==> config.mk <==
export PLATFORM = sky130hd
export DESIGN_NAME = meter_link_frame_builder_unit
export DESIGN_NICKNAME = d
export VERILOG_FILES = /design/src/mlfb_pkg.sv /design/src/mlfb_front.sv /design/src/mlfb_queue.sv /design/src/mlfb_back.sv /design/src/meter_link_frame_builder_unit.sv
export SDC_FILE = /design/constraint.sdc
export NUM_CORES = 1
export LEC_CHECK = 0
export BUFFER_PORTS_ARGS = -buffer_cell sky130_fd_sc_hd__buf_2
export CAP_MARGIN = 20
export CORE_AREA = 3 3 142 144
export CTS_CLUSTER_DIAMETER = 100
export DETAILED_ROUTE_END_ITERATION = 12
export DIE_AREA = 0 0 145 147
export GPL_ROUTABILITY_DRIVEN = 0
export MAX_ROUTING_LAYER = met4
export PLACE_DENSITY = 0.8
export SETUP_SLACK_MARGIN = 0.4
export SLEW_MARGIN = 25
export SYNTH_ARGS = -nofsm -noshare
export SYNTH_HDL_FRONTEND = slang
export SYNTH_HIERARCHICAL = 1
export SYNTH_SLANG_ARGS = --single-unit
==> constraint.sdc <==
create_clock -name clk -period 3.9 [get_ports clk]
set_input_delay 1.17 -clock clk [delete_from_list [all_inputs] [get_ports clk]]
set_output_delay 1.17 -clock clk [all_outputs]
set_load 0.1 [all_outputs]
==> src/mlfb_pkg.sv <==
`timescale 1ns / 1ps
package mlfb_pkg;

  localparam int FORWARD_PAD_BYTES = 16;
  localparam int QUEUE_DEPTH       = 4;

  localparam int CFG_IDX_W  = 3;
  localparam int CFG_DATA_W = 40;

  localparam logic [CFG_IDX_W-1:0] CFG_TERM_ADDR = 3'd0;
  localparam logic [CFG_IDX_W-1:0] CFG_FWD_PORT  = 3'd1;
  localparam logic [CFG_IDX_W-1:0] CFG_FWD_CTRL  = 3'd2;
  localparam logic [CFG_IDX_W-1:0] CFG_MSG_TO    = 3'd3;
  localparam logic [CFG_IDX_W-1:0] CFG_BYTE_TO   = 3'd4;

  // input command codes
  localparam logic [2:0] CMD_FWD_START = 3'd0;
  localparam logic [2:0] CMD_ANS_START = 3'd1;
  localparam logic [2:0] CMD_LOGIN     = 3'd2;
  localparam logic [2:0] CMD_HEARTBEAT = 3'd3;
  localparam logic [2:0] CMD_CONFIRM   = 3'd4;
  localparam logic [2:0] CMD_PAYLOAD   = 3'd5;

  typedef enum logic [2:0] {
    OP_FWD     = 3'd0,
    OP_ANS     = 3'd1,
    OP_LOGIN   = 3'd2,
    OP_HEART   = 3'd3,
    OP_CONFIRM = 3'd4,
    OP_DATA    = 3'd5
  } op_t;

  typedef enum logic [1:0] {
    KIND_NONE = 2'd0,
    KIND_FWD  = 2'd1,
    KIND_ANS  = 2'd2
  } kind_t;

  typedef struct packed {
    op_t        op;
    kind_t      kind;    // trailer style of the frame this job belongs to
    logic       close;   // emit trailer after the body
    logic [3:0] seq;
    logic [7:0] len;
    logic [7:0] data;
  } job_t;

  typedef struct packed {
    logic [39:0] term_addr;
    logic [7:0]  fwd_port;
    logic [7:0]  fwd_ctrl;
    logic [7:0]  msg_to;
    logic [7:0]  byte_to;
  } cfg_t;

  localparam logic [7:0] BYTE_START = 8'h68;
  localparam logic [7:0] BYTE_END   = 8'h16;

endpackage

==> src/mlfb_front.sv <==
`timescale 1ns / 1ps
module mlfb_front (
  input  logic                clk,
  input  logic                rst_n,
  input  logic                in_tvalid,
  output logic                in_tready,
  input  logic [2:0]          in_tuser,
  input  logic [15:0]         in_tdata,
  input  logic                q_full,
  output logic                q_push,
  output mlfb_pkg::job_t      q_job
);

  logic [3:0]          seq_r, seq_nxt;
  logic [7:0]          left_r, left_nxt;
  mlfb_pkg::kind_t     open_r, open_nxt;
  logic                accept;
  logic [7:0]          len;
  logic [7:0]          data;

  assign in_tready = ~q_full;
  assign accept    = in_tvalid & ~q_full;
  assign len       = in_tdata[7:0];
  assign data      = in_tdata[15:8];

  always_comb begin
    seq_nxt  = seq_r;
    left_nxt = left_r;
    open_nxt = open_r;
    q_push   = 1'b0;
    q_job.op    = mlfb_pkg::OP_DATA;
    q_job.kind  = mlfb_pkg::KIND_NONE;
    q_job.close = 1'b1;
    q_job.seq   = seq_r;
    q_job.len   = len;
    q_job.data  = data;
    if (accept) begin
      case (in_tuser)
        mlfb_pkg::CMD_FWD_START, mlfb_pkg::CMD_ANS_START: begin
          q_push = 1'b1;
          if (in_tuser == mlfb_pkg::CMD_FWD_START) begin
            q_job.op   = mlfb_pkg::OP_FWD;
            q_job.kind = mlfb_pkg::KIND_FWD;
          end else begin
            q_job.op   = mlfb_pkg::OP_ANS;
            q_job.kind = mlfb_pkg::KIND_ANS;
          end
          q_job.close = (len == 8'd0);
          seq_nxt  = seq_r + 4'd1;
          left_nxt = len;
          open_nxt = (len == 8'd0) ? mlfb_pkg::KIND_NONE : q_job.kind;
        end
        mlfb_pkg::CMD_LOGIN, mlfb_pkg::CMD_HEARTBEAT: begin
          q_push   = 1'b1;
          q_job.op = (in_tuser == mlfb_pkg::CMD_LOGIN) ? mlfb_pkg::OP_LOGIN
                                                       : mlfb_pkg::OP_HEART;
          seq_nxt  = seq_r + 4'd1;
          left_nxt = 8'd0;
          open_nxt = mlfb_pkg::KIND_NONE;
        end
        mlfb_pkg::CMD_CONFIRM: begin
          q_push   = 1'b1;
          q_job.op = mlfb_pkg::OP_CONFIRM;
          left_nxt = 8'd0;
          open_nxt = mlfb_pkg::KIND_NONE;
        end
        mlfb_pkg::CMD_PAYLOAD: begin
          // drop payload when no frame is open
          if (open_r != mlfb_pkg::KIND_NONE) begin
            q_push      = 1'b1;
            q_job.op    = mlfb_pkg::OP_DATA;
            q_job.kind  = open_r;
            q_job.close = (left_r == 8'd1);
            left_nxt    = left_r - 8'd1;
            if (left_r == 8'd1) begin
              open_nxt = mlfb_pkg::KIND_NONE;
            end
          end
        end
        default: begin
        end
      endcase
    end
  end

  always_ff @(posedge clk) begin
    if (!rst_n) begin
      seq_r  <= 4'd0;
      left_r <= 8'd0;
      open_r <= mlfb_pkg::KIND_NONE;
    end else begin
      seq_r  <= seq_nxt;
      left_r <= left_nxt;
      open_r <= open_nxt;
    end
  end

endmodule

==> src/mlfb_queue.sv <==
`timescale 1ns / 1ps
module mlfb_queue #(
  parameter int DEPTH = mlfb_pkg::QUEUE_DEPTH
) (
  input  logic           clk,
  input  logic           rst_n,
  input  logic           push,
  input  mlfb_pkg::job_t push_job,
  output logic           full,
  input  logic           pop,
  output mlfb_pkg::job_t head_job,
  output logic           empty
);

  localparam int PTR_W = (DEPTH > 1) ? $clog2(DEPTH) : 1;
  localparam int CNT_W = $clog2(DEPTH + 1);
  localparam logic [PTR_W-1:0] PTR_LAST = PTR_W'(DEPTH - 1);

  mlfb_pkg::job_t   mem_r [DEPTH];
  logic [PTR_W-1:0] wr_ptr_r, wr_ptr_nxt;
  logic [PTR_W-1:0] rd_ptr_r, rd_ptr_nxt;
  logic [CNT_W-1:0] cnt_r, cnt_nxt;
  logic             do_push, do_pop;

  assign full     = (cnt_r == CNT_W'(DEPTH));
  assign empty    = (cnt_r == '0);
  assign head_job = mem_r[rd_ptr_r];
  assign do_push  = push & ~full;
  assign do_pop   = pop & ~empty;

  always_comb begin
    wr_ptr_nxt = wr_ptr_r;
    rd_ptr_nxt = rd_ptr_r;
    cnt_nxt    = cnt_r;
    if (do_push) begin
      wr_ptr_nxt = (wr_ptr_r == PTR_LAST) ? '0 : wr_ptr_r + 1'b1;
    end
    if (do_pop) begin
      rd_ptr_nxt = (rd_ptr_r == PTR_LAST) ? '0 : rd_ptr_r + 1'b1;
    end
    if (do_push && !do_pop) begin
      cnt_nxt = cnt_r + 1'b1;
    end else if (!do_push && do_pop) begin
      cnt_nxt = cnt_r - 1'b1;
    end
  end

  always_ff @(posedge clk) begin
    if (!rst_n) begin
      wr_ptr_r <= '0;
      rd_ptr_r <= '0;
      cnt_r    <= '0;
    end else begin
      wr_ptr_r <= wr_ptr_nxt;
      rd_ptr_r <= rd_ptr_nxt;
      cnt_r    <= cnt_nxt;
    end
  end

  always_ff @(posedge clk) begin
    if (do_push) begin
      mem_r[wr_ptr_r] <= push_job;
    end
  end

endmodule

==> src/mlfb_back.sv <==
`timescale 1ns / 1ps
module mlfb_back #(
  parameter int FORWARD_PAD_BYTES = mlfb_pkg::FORWARD_PAD_BYTES
) (
  input  logic           clk,
  input  logic           rst_n,
  input  mlfb_pkg::cfg_t cfg,
  input  mlfb_pkg::job_t head_job,
  input  logic           q_empty,
  output logic           q_pop,
  output logic           out_tvalid,
  input  logic           out_tready,
  output logic [7:0]     out_tdata,
  output logic           out_tlast
);

  localparam int IDX_MAX = (FORWARD_PAD_BYTES > 24) ? FORWARD_PAD_BYTES : 24;
  localparam int IDX_W   = $clog2(IDX_MAX + 1);

  typedef enum logic [3:0] {
    S_BODY = 4'b0001,
    S_PAD  = 4'b0010,
    S_CHK  = 4'b0100,
    S_END  = 4'b1000
  } state_t;

  state_t           state_r, state_nxt;
  logic [IDX_W-1:0] idx_r, idx_nxt;
  logic [7:0]       chk_r, chk_nxt;
  logic             out_valid_r, out_valid_nxt;
  logic [7:0]       out_byte_r;
  logic             out_last_r;
  logic [7:0]       byte_v;
  logic             last_v;
  logic             fire;
  logic [IDX_W-1:0] body_last;
  logic [IDX_W-1:0] pad_cnt;
  logic [7:0]       len_byte;
  logic [7:0]       len_sum;

  function automatic logic [7:0] addr_byte(input logic [39:0] a, input logic [4:0] i);
    logic [7:0] b;
    case (i)
      5'd7:    b = a[7:0];
      5'd8:    b = a[15:8];
      5'd9:    b = a[23:16];
      5'd10:   b = a[31:24];
      default: b = a[39:32];
    endcase
    return b;
  endfunction

  assign fire = ~q_empty & (~out_valid_r | out_tready);

  // length byte: ((len + base) mod 256) << 2 | 2 for forward and answer, 0x32 otherwise
  always_comb begin
    case (head_job.op)
      mlfb_pkg::OP_FWD: len_sum = head_job.len + 8'd34;
      mlfb_pkg::OP_ANS: len_sum = head_job.len + 8'd17;
      default:          len_sum = 8'd0;
    endcase
    if (head_job.op == mlfb_pkg::OP_FWD || head_job.op == mlfb_pkg::OP_ANS) begin
      len_byte = {len_sum[5:0], 2'b10};
    end else begin
      len_byte = 8'h32;
    end
  end

  always_comb begin
    case (head_job.op)
      mlfb_pkg::OP_FWD:     body_last = IDX_W'(23);
      mlfb_pkg::OP_ANS:     body_last = IDX_W'(20);
      mlfb_pkg::OP_CONFIRM: body_last = IDX_W'(18);
      mlfb_pkg::OP_DATA:    body_last = IDX_W'(0);
      default:              body_last = IDX_W'(17);
    endcase
    case (head_job.kind)
      mlfb_pkg::KIND_FWD: pad_cnt = IDX_W'(FORWARD_PAD_BYTES);
      mlfb_pkg::KIND_ANS: pad_cnt = IDX_W'(2);
      default:            pad_cnt = '0;
    endcase
  end

  // byte of the frame body at the current index
  logic [7:0] body_byte;
  logic [4:0] bidx;
  assign bidx = idx_r[4:0];

  always_comb begin
    body_byte = 8'h00;
    if (head_job.op == mlfb_pkg::OP_DATA) begin
      body_byte = head_job.data;
    end else begin
      case (bidx)
        5'd0, 5'd5: body_byte = mlfb_pkg::BYTE_START;
        5'd1, 5'd3: body_byte = len_byte;
        5'd2, 5'd4: body_byte = 8'h00;
        5'd6: begin
          case (head_job.op)
            mlfb_pkg::OP_FWD:                    body_byte = 8'h4b;
            mlfb_pkg::OP_ANS:                    body_byte = 8'h98;
            mlfb_pkg::OP_LOGIN, mlfb_pkg::OP_HEART: body_byte = 8'hd9;
            default:                             body_byte = 8'h00;
          endcase
        end
        5'd7, 5'd8, 5'd9, 5'd10, 5'd11: body_byte = addr_byte(cfg.term_addr, bidx);
        default: begin
          case (head_job.op)
            mlfb_pkg::OP_FWD, mlfb_pkg::OP_ANS: begin
              case (bidx)
                5'd12:   body_byte = 8'h10;
                5'd13:   body_byte = {4'h6, head_job.seq};
                5'd16:   body_byte = 8'h01;
                5'd18:   body_byte = cfg.fwd_port;
                5'd19:   body_byte = (head_job.op == mlfb_pkg::OP_FWD) ? cfg.fwd_ctrl
                                                                       : head_job.len;
                5'd20:   body_byte = (head_job.op == mlfb_pkg::OP_FWD) ? cfg.msg_to
                                                                       : 8'h00;
                5'd21:   body_byte = cfg.byte_to;
                5'd22:   body_byte = head_job.len;
                default: body_byte = 8'h00;
              endcase
            end
            mlfb_pkg::OP_LOGIN, mlfb_pkg::OP_HEART: begin
              case (bidx)
                5'd12:   body_byte = 8'h02;
                5'd13:   body_byte = {4'h7, head_job.seq};
                5'd16:   body_byte = (head_job.op == mlfb_pkg::OP_LOGIN) ? 8'h01 : 8'h04;
                default: body_byte = 8'h00;
              endcase
            end
            default: begin
              case (bidx)
                5'd12:   body_byte = 8'h02;
                5'd14:   body_byte = 8'h65;
                5'd17:   body_byte = 8'h01;
                default: body_byte = 8'h00;
              endcase
            end
          endcase
        end
      endcase
    end
  end

  always_comb begin
    state_nxt = state_r;
    idx_nxt   = idx_r;
    chk_nxt   = chk_r;
    q_pop     = 1'b0;
    last_v    = 1'b0;
    byte_v    = 8'h00;
    case (state_r)
      S_BODY: byte_v = body_byte;
      S_PAD: begin
        // answer trailer is 0x18 0x00, forward trailer is all zeros
        if (head_job.kind == mlfb_pkg::KIND_ANS && idx_r == '0) begin
          byte_v = 8'h18;
        end else begin
          byte_v = 8'h00;
        end
      end
      S_CHK: byte_v = chk_r;
      S_END: begin
        byte_v = mlfb_pkg::BYTE_END;
        last_v = 1'b1;
      end
      default: byte_v = 8'h00;
    endcase

    if (fire) begin
      if (state_r == S_BODY && idx_r == '0 && head_job.op != mlfb_pkg::OP_DATA) begin
        chk_nxt = byte_v;
      end else begin
        chk_nxt = chk_r ^ byte_v;
      end
      case (state_r)
        S_BODY: begin
          if (idx_r == body_last) begin
            idx_nxt = '0;
            if (!head_job.close) begin
              q_pop = 1'b1;
            end else if (pad_cnt == '0) begin
              state_nxt = S_CHK;
            end else begin
              state_nxt = S_PAD;
            end
          end else begin
            idx_nxt = idx_r + 1'b1;
          end
        end
        S_PAD: begin
          if (idx_r == pad_cnt - 1'b1) begin
            idx_nxt   = '0;
            state_nxt = S_CHK;
          end else begin
            idx_nxt = idx_r + 1'b1;
          end
        end
        S_CHK: state_nxt = S_END;
        S_END: begin
          q_pop     = 1'b1;
          state_nxt = S_BODY;
        end
        default: state_nxt = S_BODY;
      endcase
    end

    if (fire) begin
      out_valid_nxt = 1'b1;
    end else if (out_tready) begin
      out_valid_nxt = 1'b0;
    end else begin
      out_valid_nxt = out_valid_r;
    end
  end

  always_ff @(posedge clk) begin
    if (!rst_n) begin
      state_r     <= S_BODY;
      idx_r       <= '0;
      chk_r       <= 8'h00;
      out_valid_r <= 1'b0;
    end else begin
      state_r     <= state_nxt;
      idx_r       <= idx_nxt;
      chk_r       <= chk_nxt;
      out_valid_r <= out_valid_nxt;
    end
  end

  always_ff @(posedge clk) begin
    if (fire) begin
      out_byte_r <= byte_v;
      out_last_r <= last_v;
    end
  end

  assign out_tvalid = out_valid_r;
  assign out_tdata  = out_byte_r;
  assign out_tlast  = out_last_r;

endmodule

==> src/meter_link_frame_builder_unit.sv <==
`timescale 1ns / 1ps
// Meter link frame builder.
// Input stream: in_tuser carries the command (forward start, answer start,
// login, heartbeat, confirm, payload byte); in_tdata carries payload length
// and data byte. Output stream: one frame byte per item on out_tdata, with
// out_tlast high on the closing 0x16 byte of each frame.
// A front stage accepts one item per cycle while the queue is not full,
// tracks the sequence counter and the open frame, and queues a job for each
// item it does not drop; a back sequencer expands each job into bytes, one
// per cycle while out_tready is high, into an output register. An accepted
// item is written into the queue, and the back registers its first byte into
// the output register with out_tvalid high. A start item yields 21 to
// FORWARD_PAD_BYTES + 26 bytes, so in_tready drops once QUEUE_DEPTH jobs
// wait. A payload byte yields one byte; the one that closes its frame adds
// the trailer (FORWARD_PAD_BYTES + 2 bytes for forward, 4 for answer).
// Reset (synchronous, rst_n low) clears the queue, sequence counter and open
// frame, and loads register defaults (port 4, control 0x6b, timeouts 1).
// When out_tready is low and out_tvalid high, the output register holds its
// byte and the back stops; the front keeps accepting until the queue is full.
module meter_link_frame_builder_unit #(
  parameter int FORWARD_PAD_BYTES = mlfb_pkg::FORWARD_PAD_BYTES,
  parameter int QUEUE_DEPTH       = mlfb_pkg::QUEUE_DEPTH
) (
  input  logic                             clk,
  input  logic                             rst_n,
  input  logic                             in_tvalid,
  output logic                             in_tready,
  input  logic [2:0]                       in_tuser,  // command
  input  logic [15:0]                      in_tdata,  // payload_length, data_byte
  output logic                             out_tvalid,
  input  logic                             out_tready,
  output logic [7:0]                       out_tdata, // frame_byte
  output logic                             out_tlast,
  input  logic                             cfg_we,
  input  logic [mlfb_pkg::CFG_IDX_W-1:0]   cfg_index,
  input  logic [mlfb_pkg::CFG_DATA_W-1:0]  cfg_wdata
);

  mlfb_pkg::cfg_t cfg_r;
  mlfb_pkg::job_t push_job;
  mlfb_pkg::job_t head_job;
  logic           q_push, q_pop, q_full, q_empty;

  always_ff @(posedge clk) begin
    if (!rst_n) begin
      cfg_r.term_addr <= 40'd0;
      cfg_r.fwd_port  <= 8'd4;
      cfg_r.fwd_ctrl  <= 8'h6b;
      cfg_r.msg_to    <= 8'd1;
      cfg_r.byte_to   <= 8'd1;
    end else if (cfg_we) begin
      case (cfg_index)
        mlfb_pkg::CFG_TERM_ADDR: cfg_r.term_addr <= cfg_wdata;
        mlfb_pkg::CFG_FWD_PORT:  cfg_r.fwd_port  <= cfg_wdata[7:0];
        mlfb_pkg::CFG_FWD_CTRL:  cfg_r.fwd_ctrl  <= cfg_wdata[7:0];
        mlfb_pkg::CFG_MSG_TO:    cfg_r.msg_to    <= cfg_wdata[7:0];
        mlfb_pkg::CFG_BYTE_TO:   cfg_r.byte_to   <= cfg_wdata[7:0];
        default: begin
        end
      endcase
    end
  end

  mlfb_front u_front (
    .clk       (clk),
    .rst_n     (rst_n),
    .in_tvalid (in_tvalid),
    .in_tready (in_tready),
    .in_tuser  (in_tuser),
    .in_tdata  (in_tdata),
    .q_full    (q_full),
    .q_push    (q_push),
    .q_job     (push_job)
  );

  mlfb_queue #(
    .DEPTH (QUEUE_DEPTH)
  ) u_queue (
    .clk      (clk),
    .rst_n    (rst_n),
    .push     (q_push),
    .push_job (push_job),
    .full     (q_full),
    .pop      (q_pop),
    .head_job (head_job),
    .empty    (q_empty)
  );

  mlfb_back #(
    .FORWARD_PAD_BYTES (FORWARD_PAD_BYTES)
  ) u_back (
    .clk        (clk),
    .rst_n      (rst_n),
    .cfg        (cfg_r),
    .head_job   (head_job),
    .q_empty    (q_empty),
    .q_pop      (q_pop),
    .out_tvalid (out_tvalid),
    .out_tready (out_tready),
    .out_tdata  (out_tdata),
    .out_tlast  (out_tlast)
  );

endmodule

==> impl_metrics.env, run 1 <==
export IMPL_status="complete, no violations"
export IMPL_antenna_cells=0
export IMPL_antenna_found_initial=0
export IMPL_fin_util_pct=67.2
export IMPL_ant_nets=0
export IMPL_synth_distinct_cells=93
export IMPL_numCtsBuffers=24
export IMPL_grt_ovfl_total=0
export IMPL_clkSinkCount=226
export IMPL_dp_slack_ns=0.201
export IMPL_comb_power_share_pct=20.0
export IMPL_holdPathStages=2
export IMPL_cts_tree="yes"
export IMPL_finalSetupViolCount=0
export IMPL_drive_above_1_share_pct=18.9
export IMPL_coreArea_mm2=0.0188
export IMPL_nets=1163
export IMPL_p_leak_nw=4.70
export IMPL_p_sw_mw=1.88
export IMPL_cp_max_fo=6
export IMPL_netlist_area_mm2=0.0113
export IMPL_ys_seq_elements=226
export IMPL_endpoint_kind="flip-flop"
export IMPL_syn_avg_cell_area_um2=11.1
export IMPL_die_w_um=145
export IMPL_yosys_warnings=6
export IMPL_dp_cells=1302
export IMPL_ys_flop_type="edfxtp_1"
export IMPL_vias_per_cell=6.18
export IMPL_powerDensity_mw_per_mm2=494
export IMPL_cts_path_max_buffers=3
export IMPL_synth_yosys_seq_area_share_pct=50.1
export IMPL_drc=0
export IMPL_min_period_ns=3.43
export IMPL_clkPwrFrac_pct=36.0
export IMPL_track_usage_pct=25.3
export IMPL_htreeDepth=1
export IMPL_p_sw_share_pct=30.0
export IMPL_io_buffer_count=77
export IMPL_setup_worst_path_start_class="flip-flop"
export IMPL_slew_headroom_pct=40.6
export IMPL_grt_pass1_vias=7964
export IMPL_finalPower_mw=6.25
export IMPL_num_vias=8362
export IMPL_drt_iter0_drc=892
export IMPL_syn_nets=1105
export IMPL_path_clk_slew_ns=0.06
export IMPL_fin_crit_sh_pct=88.0
export IMPL_cts_root_buf="clkbuf_16"
export IMPL_fin_cells=1353
export IMPL_wl_per_cell_um=20.0
export IMPL_placedInstanceArea_mm2=0.0118
export IMPL_die_height_um=147
export IMPL_maxCapViolCount=0
export IMPL_async_flop_share_pct=0
export IMPL_dr_pass1_iters=6
export IMPL_critical_path_class="reg2reg"
export IMPL_grt_pass1_wl_um=42700
export IMPL_cp_arrival_ns=3.88
export IMPL_synth_edf_count=113
export IMPL_finalClockSkew_ns=0.0164
export IMPL_worst_pin_slew_ns=0.889
export IMPL_hold_buffers=0
export IMPL_fmax_mhz=291
export IMPL_start_util_pct=59.9
export IMPL_num_rows=50
export IMPL_worst_slack_ns=0.469
export IMPL_area_growth_pct=12.1
export IMPL_reg2reg_depth=15
export IMPL_netlist_instances=1017
export IMPL_wl_um=27100
export IMPL_timing_setup_tns_ns=0
export IMPL_holdWs_ns=0.460
export IMPL_fill_cells=1382
export IMPL_clk_latency_ns=0.52
export IMPL_p_seq_share_pct=43.9
export IMPL_rsz0062_at_grt="yes"
export IMPL_design_area_mm2=0.0127
export IMPL_drv_slew=0
export IMPL_required_ns=4.35
export IMPL_p_int_mw=4.37
export IMPL_hold_class="reg2reg"
export IMPL_finalHoldViolCount=0
export IMPL_dp_hpwl_um=17900
export IMPL_irDropWorstVdd_mv=0.351
export IMPL_ios=78
export IMPL_dieArea_mm2=0.0213
export IMPL_grt_max_degree=75
-- placed cells by master (no fill, tap or decap), types with 27 or more instances in the layout --
cell / instances
a21oi_1: 32
buf_2: 76
buf_4: 38
dfxtp_1: 111
edfxtp_1: 113
inv_1: 32
mux2i_1: 83
nand2_1: 168
nor2_1: 27
o21ai_0: 37
-- power by group through the flow --
stage / logic, mW / clock network (mW) / registers, mW
2_1_floorplan: 0.686 / 0 / 3.00
3_3_place_gp: 1.18 / 0 / 2.78
3_5_place_dp: 1.21 / 0 / 2.79
4_1_cts: 1.22 / 2.28 / 2.74
5_1_grt: 1.35 / 2.37 / 2.76
6_report: 1.25 / 2.25 / 2.74
-- registers in the layout, indices dropped and copies added (netlist names), named ones only --
register,flops
u_front/seq_r,4
u_queue/mem_r,104
u_back/out_tlast,1
u_back/chk_r,8
u_back/bidx,5
u_back/out_tdata,8
u_back/state_r,4
u_queue/cnt_r,3
u_front/left_r,8
u_front/open_r,2
u_queue/wr_ptr_r,2
cfg_r,72
u_back/out_tvalid,1
u_queue/rd_ptr_r,2
-- cell type report --
type / count / area (um^2) / area share (%)
Multi-Input combinational cell: 675 / 5070 / 40.1
Sequential cell: 226 / 5660 / 44.7
Clock buffer: 31 / 658 / 5.20
Timing Repair Buffer: 116 / 706 / 5.58
Inverter: 32 / 120 / 0.949
Clock inverter: 13 / 115 / 0.910
Tap cell: 260 / 325 / 2.57
-- Yosys cell counts, types with 6 or more instances --
library cell / instances / area (um^2)
a221oi_1: 6 / 52.6
a22oi_1: 16 / 120
buf_6: 7 / 78.8
mux4_1: 6 / 158
nor2b_1: 24 / 150
buf_4: 18 / 135
ha_1: 20 / 250
clkbuf_1: 30 / 113
a32o_1: 8 / 80.1
nand3_1: 17 / 85.1
nor3_1: 10 / 50.1
mux4_2: 20 / 450
o211ai_1: 6 / 45.0
inv_1: 32 / 120
edfxtp_1: 113 / 3390
dfxtp_1: 113 / 2260
nor2_1: 28 / 105
o21ai_0: 38 / 190
a31oi_1: 8 / 50.1
mux2i_1: 83 / 831
a21oi_1: 32 / 160
and2_1: 13 / 81.3
a21boi_0: 6 / 45.0
o21a_1: 6 / 45.0
xnor2_1: 6 / 52.6
nand4_1: 14 / 87.6
nand2_1: 168 / 631
buf_2: 19 / 95.1
o221ai_1: 9 / 78.8
xor2_1: 9 / 78.8
and4b_1: 6 / 60.1
nand2b_1: 9 / 56.3
-- metal layers --
| layer | GRT usage (%) | up-vias | share of wire (%) |
|---|---|---|---|
| met3 | 3.36 | 92 | 6.8 |
| met1 | 32.4 | 3993 | 41 |
| met2 | 40.9 | 400 | 48 |
| li1 | - | 3877 | - |
| met5 | - | - | 0 |
| met4 | 10.6 | 0 | 4.7 |
-- cell families (layout without fill, tap and decap cells) --
logic type	after synthesis	in the layout	synth area share, %
multiplexers	110	110	12.8
AND/OR/NAND/NOR	344	344	16.0
buffers and inverters	116	192	5.71
flip-flops	226	226	50.1
AO/OA/AOI/OAI	185	185	11.7
XOR/XNOR	15	15	1.16
adder cells (fa/ha/maj)	21	21	2.39
-- path summary, 6_finish.rpt --
kind / from / endpoint / slack (ns)
hold reg to reg: cfg_r[57]$_SDFFE_PN0P_ / cfg_r[57]$_SDFFE_PN0P_ / 0.46
setup / recovery: flip-flop / u_queue/cnt_r[2]$_SDFFE_PN0P_ / 0.47
hold / removal: cfg_r[57]$_SDFFE_PN0P_ / cfg_r[57]$_SDFFE_PN0P_ / 0.46
setup reg to reg: flip-flop / u_queue/cnt_r[2]$_SDFFE_PN0P_ / 0.47
-- what timing repair did --
action                                  in CTS  in global routing
setup buffers                                5                  2
gates cloned                                 0                  0
pin swaps                                    2                  7
endpoints found under the setup margin       2                  2
gates resized for setup                      8                  8
-- critical path, stage by stage, from the launching register on --
cell and delay, ns:
dfxtp_4 0.39, mux4_2 0.61, xor2_1 0.20, a31oi_1 0.20, o32a_1 0.19, a211oi_2 0.04, buf_4 0.20, a31oi_4 0.15
nor2_4 0.06, o31ai_4 0.08, ha_2 0.24, inv_1 0.06, fa_2 0.34, xor2_1 0.18, or3_1 0.30, a21boi_1 0.13
(Power assumes the default switching activity.)
==> run 2: changes to the inputs <==
--- a/config.mk
+++ b/config.mk
@@ -14,6 +14,7 @@
 export GPL_ROUTABILITY_DRIVEN = 0
 export MAX_ROUTING_LAYER = met4
 export PLACE_DENSITY = 0.8
+export REMOVE_ABC_BUFFERS = 1
 export SETUP_SLACK_MARGIN = 0.4
 export SLEW_MARGIN = 25
 export SYNTH_ARGS = -nofsm -noshare
==> impl_metrics.env, run 2 (synthesized netlist as in run 1, its figures left out) <==
export IMPL_grt_pass1_wl_um=41300
export IMPL_irDropWorstVdd_mv=0.401
export IMPL_area_growth_pct=11.9
export IMPL_maxCapViolCount=0
export IMPL_antenna_cells=0
export IMPL_start_util_pct=59.9
export IMPL_wl_per_cell_um=19.1
export IMPL_r2r_slack_ns=0.47
export IMPL_htreeDepth=1
export IMPL_ios=78
export IMPL_holdPathStages=2
export IMPL_dieArea_mm2=0.0213
export IMPL_critical_path_class="reg2reg"
export IMPL_coreArea_mm2=0.0188
export IMPL_min_from="cfg_r[35]$_SDFFE_PN0P_"
export IMPL_dp_slack_ns=0.163
export IMPL_dr_pass1_iters=8
export IMPL_die_height_um=147
export IMPL_powerDensity_mw_per_mm2=498
export IMPL_worst_slack_ns=0.473
export IMPL_nets=1160
export IMPL_fmax_mhz=292
export IMPL_cp_max_fo=13
export IMPL_hold_end="cfg_r[35]$_SDFFE_PN0P_"
export IMPL_track_usage_pct=24.2
export IMPL_finalClockSkew_ns=0.0129
export IMPL_status="complete, no violations"
export IMPL_finalPower_mw=6.29
export IMPL_vias_per_cell=6.12
export IMPL_die_w_um=145
export IMPL_setup_worst_path_start_class="flip-flop"
export IMPL_antenna_found_initial=0
export IMPL_fin_crit_sh_pct=87.9
export IMPL_wl_um=25800
export IMPL_hold_class="reg2reg"
export IMPL_grt_ovfl_total=0
export IMPL_layout_common_cells="nand2_1 (168), edfxtp_1 (113), dfxtp_1 (111)"
export IMPL_ant_nets=0
export IMPL_clk_latency_ns=0.53
export IMPL_regMostFlops="u_queue/mem_r"
export IMPL_largest_reg_flops=104
export IMPL_timing_rr_end="u_queue/cnt_r[2]$_SDFFE_PN0P_"
export IMPL_cts_root_buf="clkbuf_16"
export IMPL_placedInstanceArea_mm2=0.0117
export IMPL_finalSetupViolCount=0
export IMPL_worst_pin_slew_ns=0.889
export IMPL_required_ns=4.37
export IMPL_reg_top3="u_queue/mem_r (104), cfg_r (72)"
export IMPL_numCtsBuffers=24
export IMPL_design_area_mm2=0.0126
export IMPL_rsz0062_at_grt="yes"
export IMPL_drive_above_1_share_pct=18.8
export IMPL_grt_max_degree=75
export IMPL_endpoint_kind="flip-flop"
export IMPL_cts_path_max_buffers=3
export IMPL_drv_slew=0
export IMPL_drt_iter0_drc=817
export IMPL_clkSinkCount=226
export IMPL_drc=0
export IMPL_final_common_cell="nand2_1"
export IMPL_num_rows=50
export IMPL_min_period_ns=3.43
export IMPL_grt_pass1_vias=7866
export IMPL_reg2reg_depth=14
export IMPL_cp_arrival_ns=3.89
export IMPL_fin_util_pct=67.1
export IMPL_slew_headroom_pct=40.6
export IMPL_p_leak_nw=4.69
export IMPL_dp_hpwl_um=17400
export IMPL_io_buffer_count=77
export IMPL_cts_tree="yes"
export IMPL_num_vias=8256
export IMPL_finalHoldViolCount=0
export IMPL_path_clk_slew_ns=0.07
## run 2: changes by cell type in the layout (fill, tap and decap cells not counted), sizes merged
cell,before,now
clkinvlp,0,1
clkbuf,31,32
buf,116,113
inv,32,34
clkinv,11,7
## run 2: per-layer routing
layer	share of wire, %	up-vias	track usage [%]	routed length [um]
met1	42	3964	31.6	10900
met2	47	340	38.9	12200
li1	-	3877	-	-
met3	6.0	75	3.45	1550
met4	4.3	0	9.22	1100
met5	0	-	-	0
## run 2: stage by stage
step | hold slack [ns] | setup TNS (ns) | std cells
after detailed placement | 0.446 | 0 | 1302
final | 0.460 | 0 | 1350
after global routing | 0.465 | 0 | 1350
after global placement | 0.443 | 0 | 1302
after floorplan | 0.430 | -1.01 | 933
after CTS | 0.460 | 0 | 1349
## run 2: how the worst max path moves through the flow
stage | endpoint
finish | u_queue/cnt_r[2]$_SDFFE_PN0P_
detailed placement | u_queue/cnt_r[2]$_SDFFE_PN0P_
floorplan | u_queue/cnt_r[2]$_SDFFE_PN0P_
CTS | u_queue/cnt_r[2]$_SDFFE_PN0P_
global placement | u_queue/cnt_r[2]$_SDFFE_PN0P_
global route | u_queue/cnt_r[2]$_SDFFE_PN0P_
## run 2: what timing repair did
item,in CTS,in global routing
pin swaps,1,4
hold buffers,0,0
setup endpoints to repair,2,12
hold endpoints to repair,0,0
setup buffers,3,1
resized for setup,6,8
## run 2: final cells by class
cell class                      count  area (um^2)
Clock buffer                       32          662
Clock inverter                     12          150
Fill cell                        1368         6200
Inverter                           32          120
Multi-Input combinational cell    675         5040
Sequential cell                   226         5660
Tap cell                          260          325
Timing Repair Buffer              113          671
## run 2: report_power, final
part	switching, mW	total (mW)	internal, mW
clock network	0.961	2.31	1.35
registers	0.0901	2.74	2.65
logic	0.852	1.24	0.392
## run 2: critical path, stage by stage (launching register included)
cell and delay, ns:
dfxtp_4 0.38, mux4_2 0.57, buf_4 0.22, a21oi_1 0.16
o32a_1 0.19, a211oi_2 0.06, a31oi_1 0.25, nor2_2 0.11
o31ai_4 0.11, ha_2 0.26, inv_1 0.05, fa_1 0.38
xor2_1 0.18, or3_1 0.31, a21boi_1 0.14
==> run 3: changes to the inputs <==
--- a/config.mk
+++ b/config.mk
@@ -6,15 +6,14 @@
 export NUM_CORES = 1
 export LEC_CHECK = 0
 export BUFFER_PORTS_ARGS = -buffer_cell sky130_fd_sc_hd__buf_2
-export CAP_MARGIN = 20
-export CORE_AREA = 3 3 142 144
+export CAP_MARGIN = 5
+export CORE_AREA = 3 3 205 207
 export CTS_CLUSTER_DIAMETER = 100
 export DETAILED_ROUTE_END_ITERATION = 12
-export DIE_AREA = 0 0 145 147
+export DIE_AREA = 0 0 208 210
 export GPL_ROUTABILITY_DRIVEN = 0
 export MAX_ROUTING_LAYER = met4
-export PLACE_DENSITY = 0.8
-export REMOVE_ABC_BUFFERS = 1
+export PLACE_DENSITY = 0.45
 export SETUP_SLACK_MARGIN = 0.4
 export SLEW_MARGIN = 25
 export SYNTH_ARGS = -nofsm -noshare
==> impl_metrics.env, run 3 (synthesized netlist as in run 1, its figures left out) <==
export IMPL_grt_max_degree=54
export IMPL_vias_per_cell=4.93
export IMPL_fmax_mhz=299
export IMPL_largest_reg_flops=104
export IMPL_ant_nets=0
export IMPL_layout_common_cells="nand2_1 (168), edfxtp_1 (113), dfxtp_1 (111)"
export IMPL_clkSinkCount=226
export IMPL_cts_tree="yes"
export IMPL_grtUsageMet2_pct=22.3
export IMPL_finalHoldViolCount=0
export IMPL_drv_slew=0
export IMPL_multiInputGateArea_mm2=0.00504
export IMPL_finalSetupViolCount=0
export IMPL_fin_crit_sh_pct=85.9
export IMPL_dp_hpwl_um=21600
export IMPL_finalPower_mw=6.52
export IMPL_clk_latency_ns=0.54
export IMPL_regMostFlops="u_queue/mem_r"
export IMPL_maxCapViolCount=0
export IMPL_required_ns=4.33
export IMPL_grt_use_met3_pct=2.55
export IMPL_final_common_cell="nand2_1"
export IMPL_min_period_ns=3.35
export IMPL_fill_cells=4181
export IMPL_irDropWorstVdd_mv=0.288
export IMPL_ios=78
export IMPL_drive_above_1_share_pct=19.7
export IMPL_cts_root_buf="clkbuf_16"
export IMPL_p_leak_nw=4.80
export IMPL_timing_setup_tns_ns=0
export IMPL_cp_max_fo=10
export IMPL_slew_headroom_pct=36.9
export IMPL_coreArea_mm2=0.0406
export IMPL_num_vias=8089
export IMPL_reg_top3="u_queue/mem_r (104), cfg_r (72)"
export IMPL_placedInstanceArea_mm2=0.0122
export IMPL_wl_per_cell_um=18.8
export IMPL_finalClockSkew_ns=0.0139
export IMPL_area_growth_pct=16.7
export IMPL_grt_pass1_wl_um=47900
export IMPL_num_rows=74
export IMPL_cp_arrival_ns=3.78
export IMPL_rsz0062_at_grt="yes"
export IMPL_die_height_um=210
export IMPL_wl_um=30900
export IMPL_grt_busiest_layer="met2"
export IMPL_powerDensity_mw_per_mm2=495
export IMPL_drt_iter0_drc=633
export IMPL_cts_path_max_buffers=3
export IMPL_setup_worst_path_start_class="flip-flop"
export IMPL_grt_util_met1_pct=18.7
export IMPL_layout_area_seq_mm2=0.00566
export IMPL_grt_pass1_vias=8078
export IMPL_status="complete, no violations"
export IMPL_startpoint="u_back/bidx[1]$_SDFFE_PN0P_"
export IMPL_endpoint_kind="flip-flop"
export IMPL_grt_ovfl_total=0
export IMPL_nets=1175
export IMPL_dr_pass1_iters=5
export IMPL_die_w_um=208
export IMPL_antenna_found_initial=1
export IMPL_drc=0
export IMPL_numCtsBuffers=28
export IMPL_worst_pin_slew_ns=0.934
export IMPL_hold_class="reg2reg"
export IMPL_r2r_start="u_back/bidx[1]$_SDFFE_PN0P_"
export IMPL_design_area_mm2=0.0132
export IMPL_critical_path_class="reg2reg"
export IMPL_track_usage_pct=14.1
export IMPL_io_buffer_count=77
export IMPL_path_clk_slew_ns=0.06
export IMPL_start_util_pct=27.8
export IMPL_dieArea_mm2=0.0437
export IMPL_min_from="cfg_r[10]$_SDFFE_PN0P_"
export IMPL_htreeDepth=1
-- run 3: worst paths after layout --
| check | end | cells past startpoint | slack, ns |
|---|---|---|---|
| worst min-delay path | cfg_r[10]$_SDFFE_PN0P_ | 2 | 0.46 |
| worst max-delay path | u_back/chk_r[6]$_SDFFE_PN0P_ | 9 | 0.55 |
| worst max register to register | u_back/chk_r[6]$_SDFFE_PN0P_ | 9 | 0.55 |
| worst min register to register | cfg_r[10]$_SDFFE_PN0P_ | 2 | 0.46 |
-- run 3: layer usage --
| metal | vias up | routed length, um |
|---|---|---|
| met5 | - | 0 |
| met4 | 0 | 888 |
| met3 | 61 | 1550 |
| met2 | 195 | 14400 |
| met1 | 3923 | 14000 |
| li1 | 3910 | - |
-- run 3: final cells by class --
type,instances,area share (%)
tap,532,5.05
timing repair buffer,124,6.10
clock inverter,15,0.836
clock buffer,36,5.86
antenna,1,0.0190
inverter,32,0.912
multi-input combinational,675,38.2
sequential,226,43.0
-- run 3: worst max-delay path, stage by stage (launching register included) --
cell and delay [ns]:
dfxtp_1 0.52, ha_1 0.42, and4bb_1 0.60, a211oi_2 0.13, a2111oi_4 0.33, buf_4 0.21, o21ai_1 0.08, a211o_1 0.39
o221a_1 0.29, o31a_1 0.27
-- run 3: timing repair --
action,4_1_cts,5_1_grt
pin swaps,0,3
setup endpoints to repair,4,13
gates cloned,0,0
gates resized for setup,4,7
setup buffers,0,3
hold buffers,0,0
-- run 3: through the flow --
stage               worst slack, ns  cells  util [%]  hold WS [ns]
global route                  0.354   1641      32.5         0.473
CTS                           0.414   1637      32.3         0.461
detailed placement            0.168   1586      30.1         0.448
finish                        0.552   1641      32.5         0.461
global placement              0.199   1586      30.1         0.446
floorplan                     0.410   1017         -         0.430
-- run 3: report_power, final --
group | leakage, nW | internal, mW | switching, mW | total (mW)
Combinational | 2.42 | 0.410 | 0.886 | 1.30
Sequential | 1.95 | 2.65 | 0.0906 | 2.74
Clock | 0.427 | 1.46 | 1.03 | 2.49
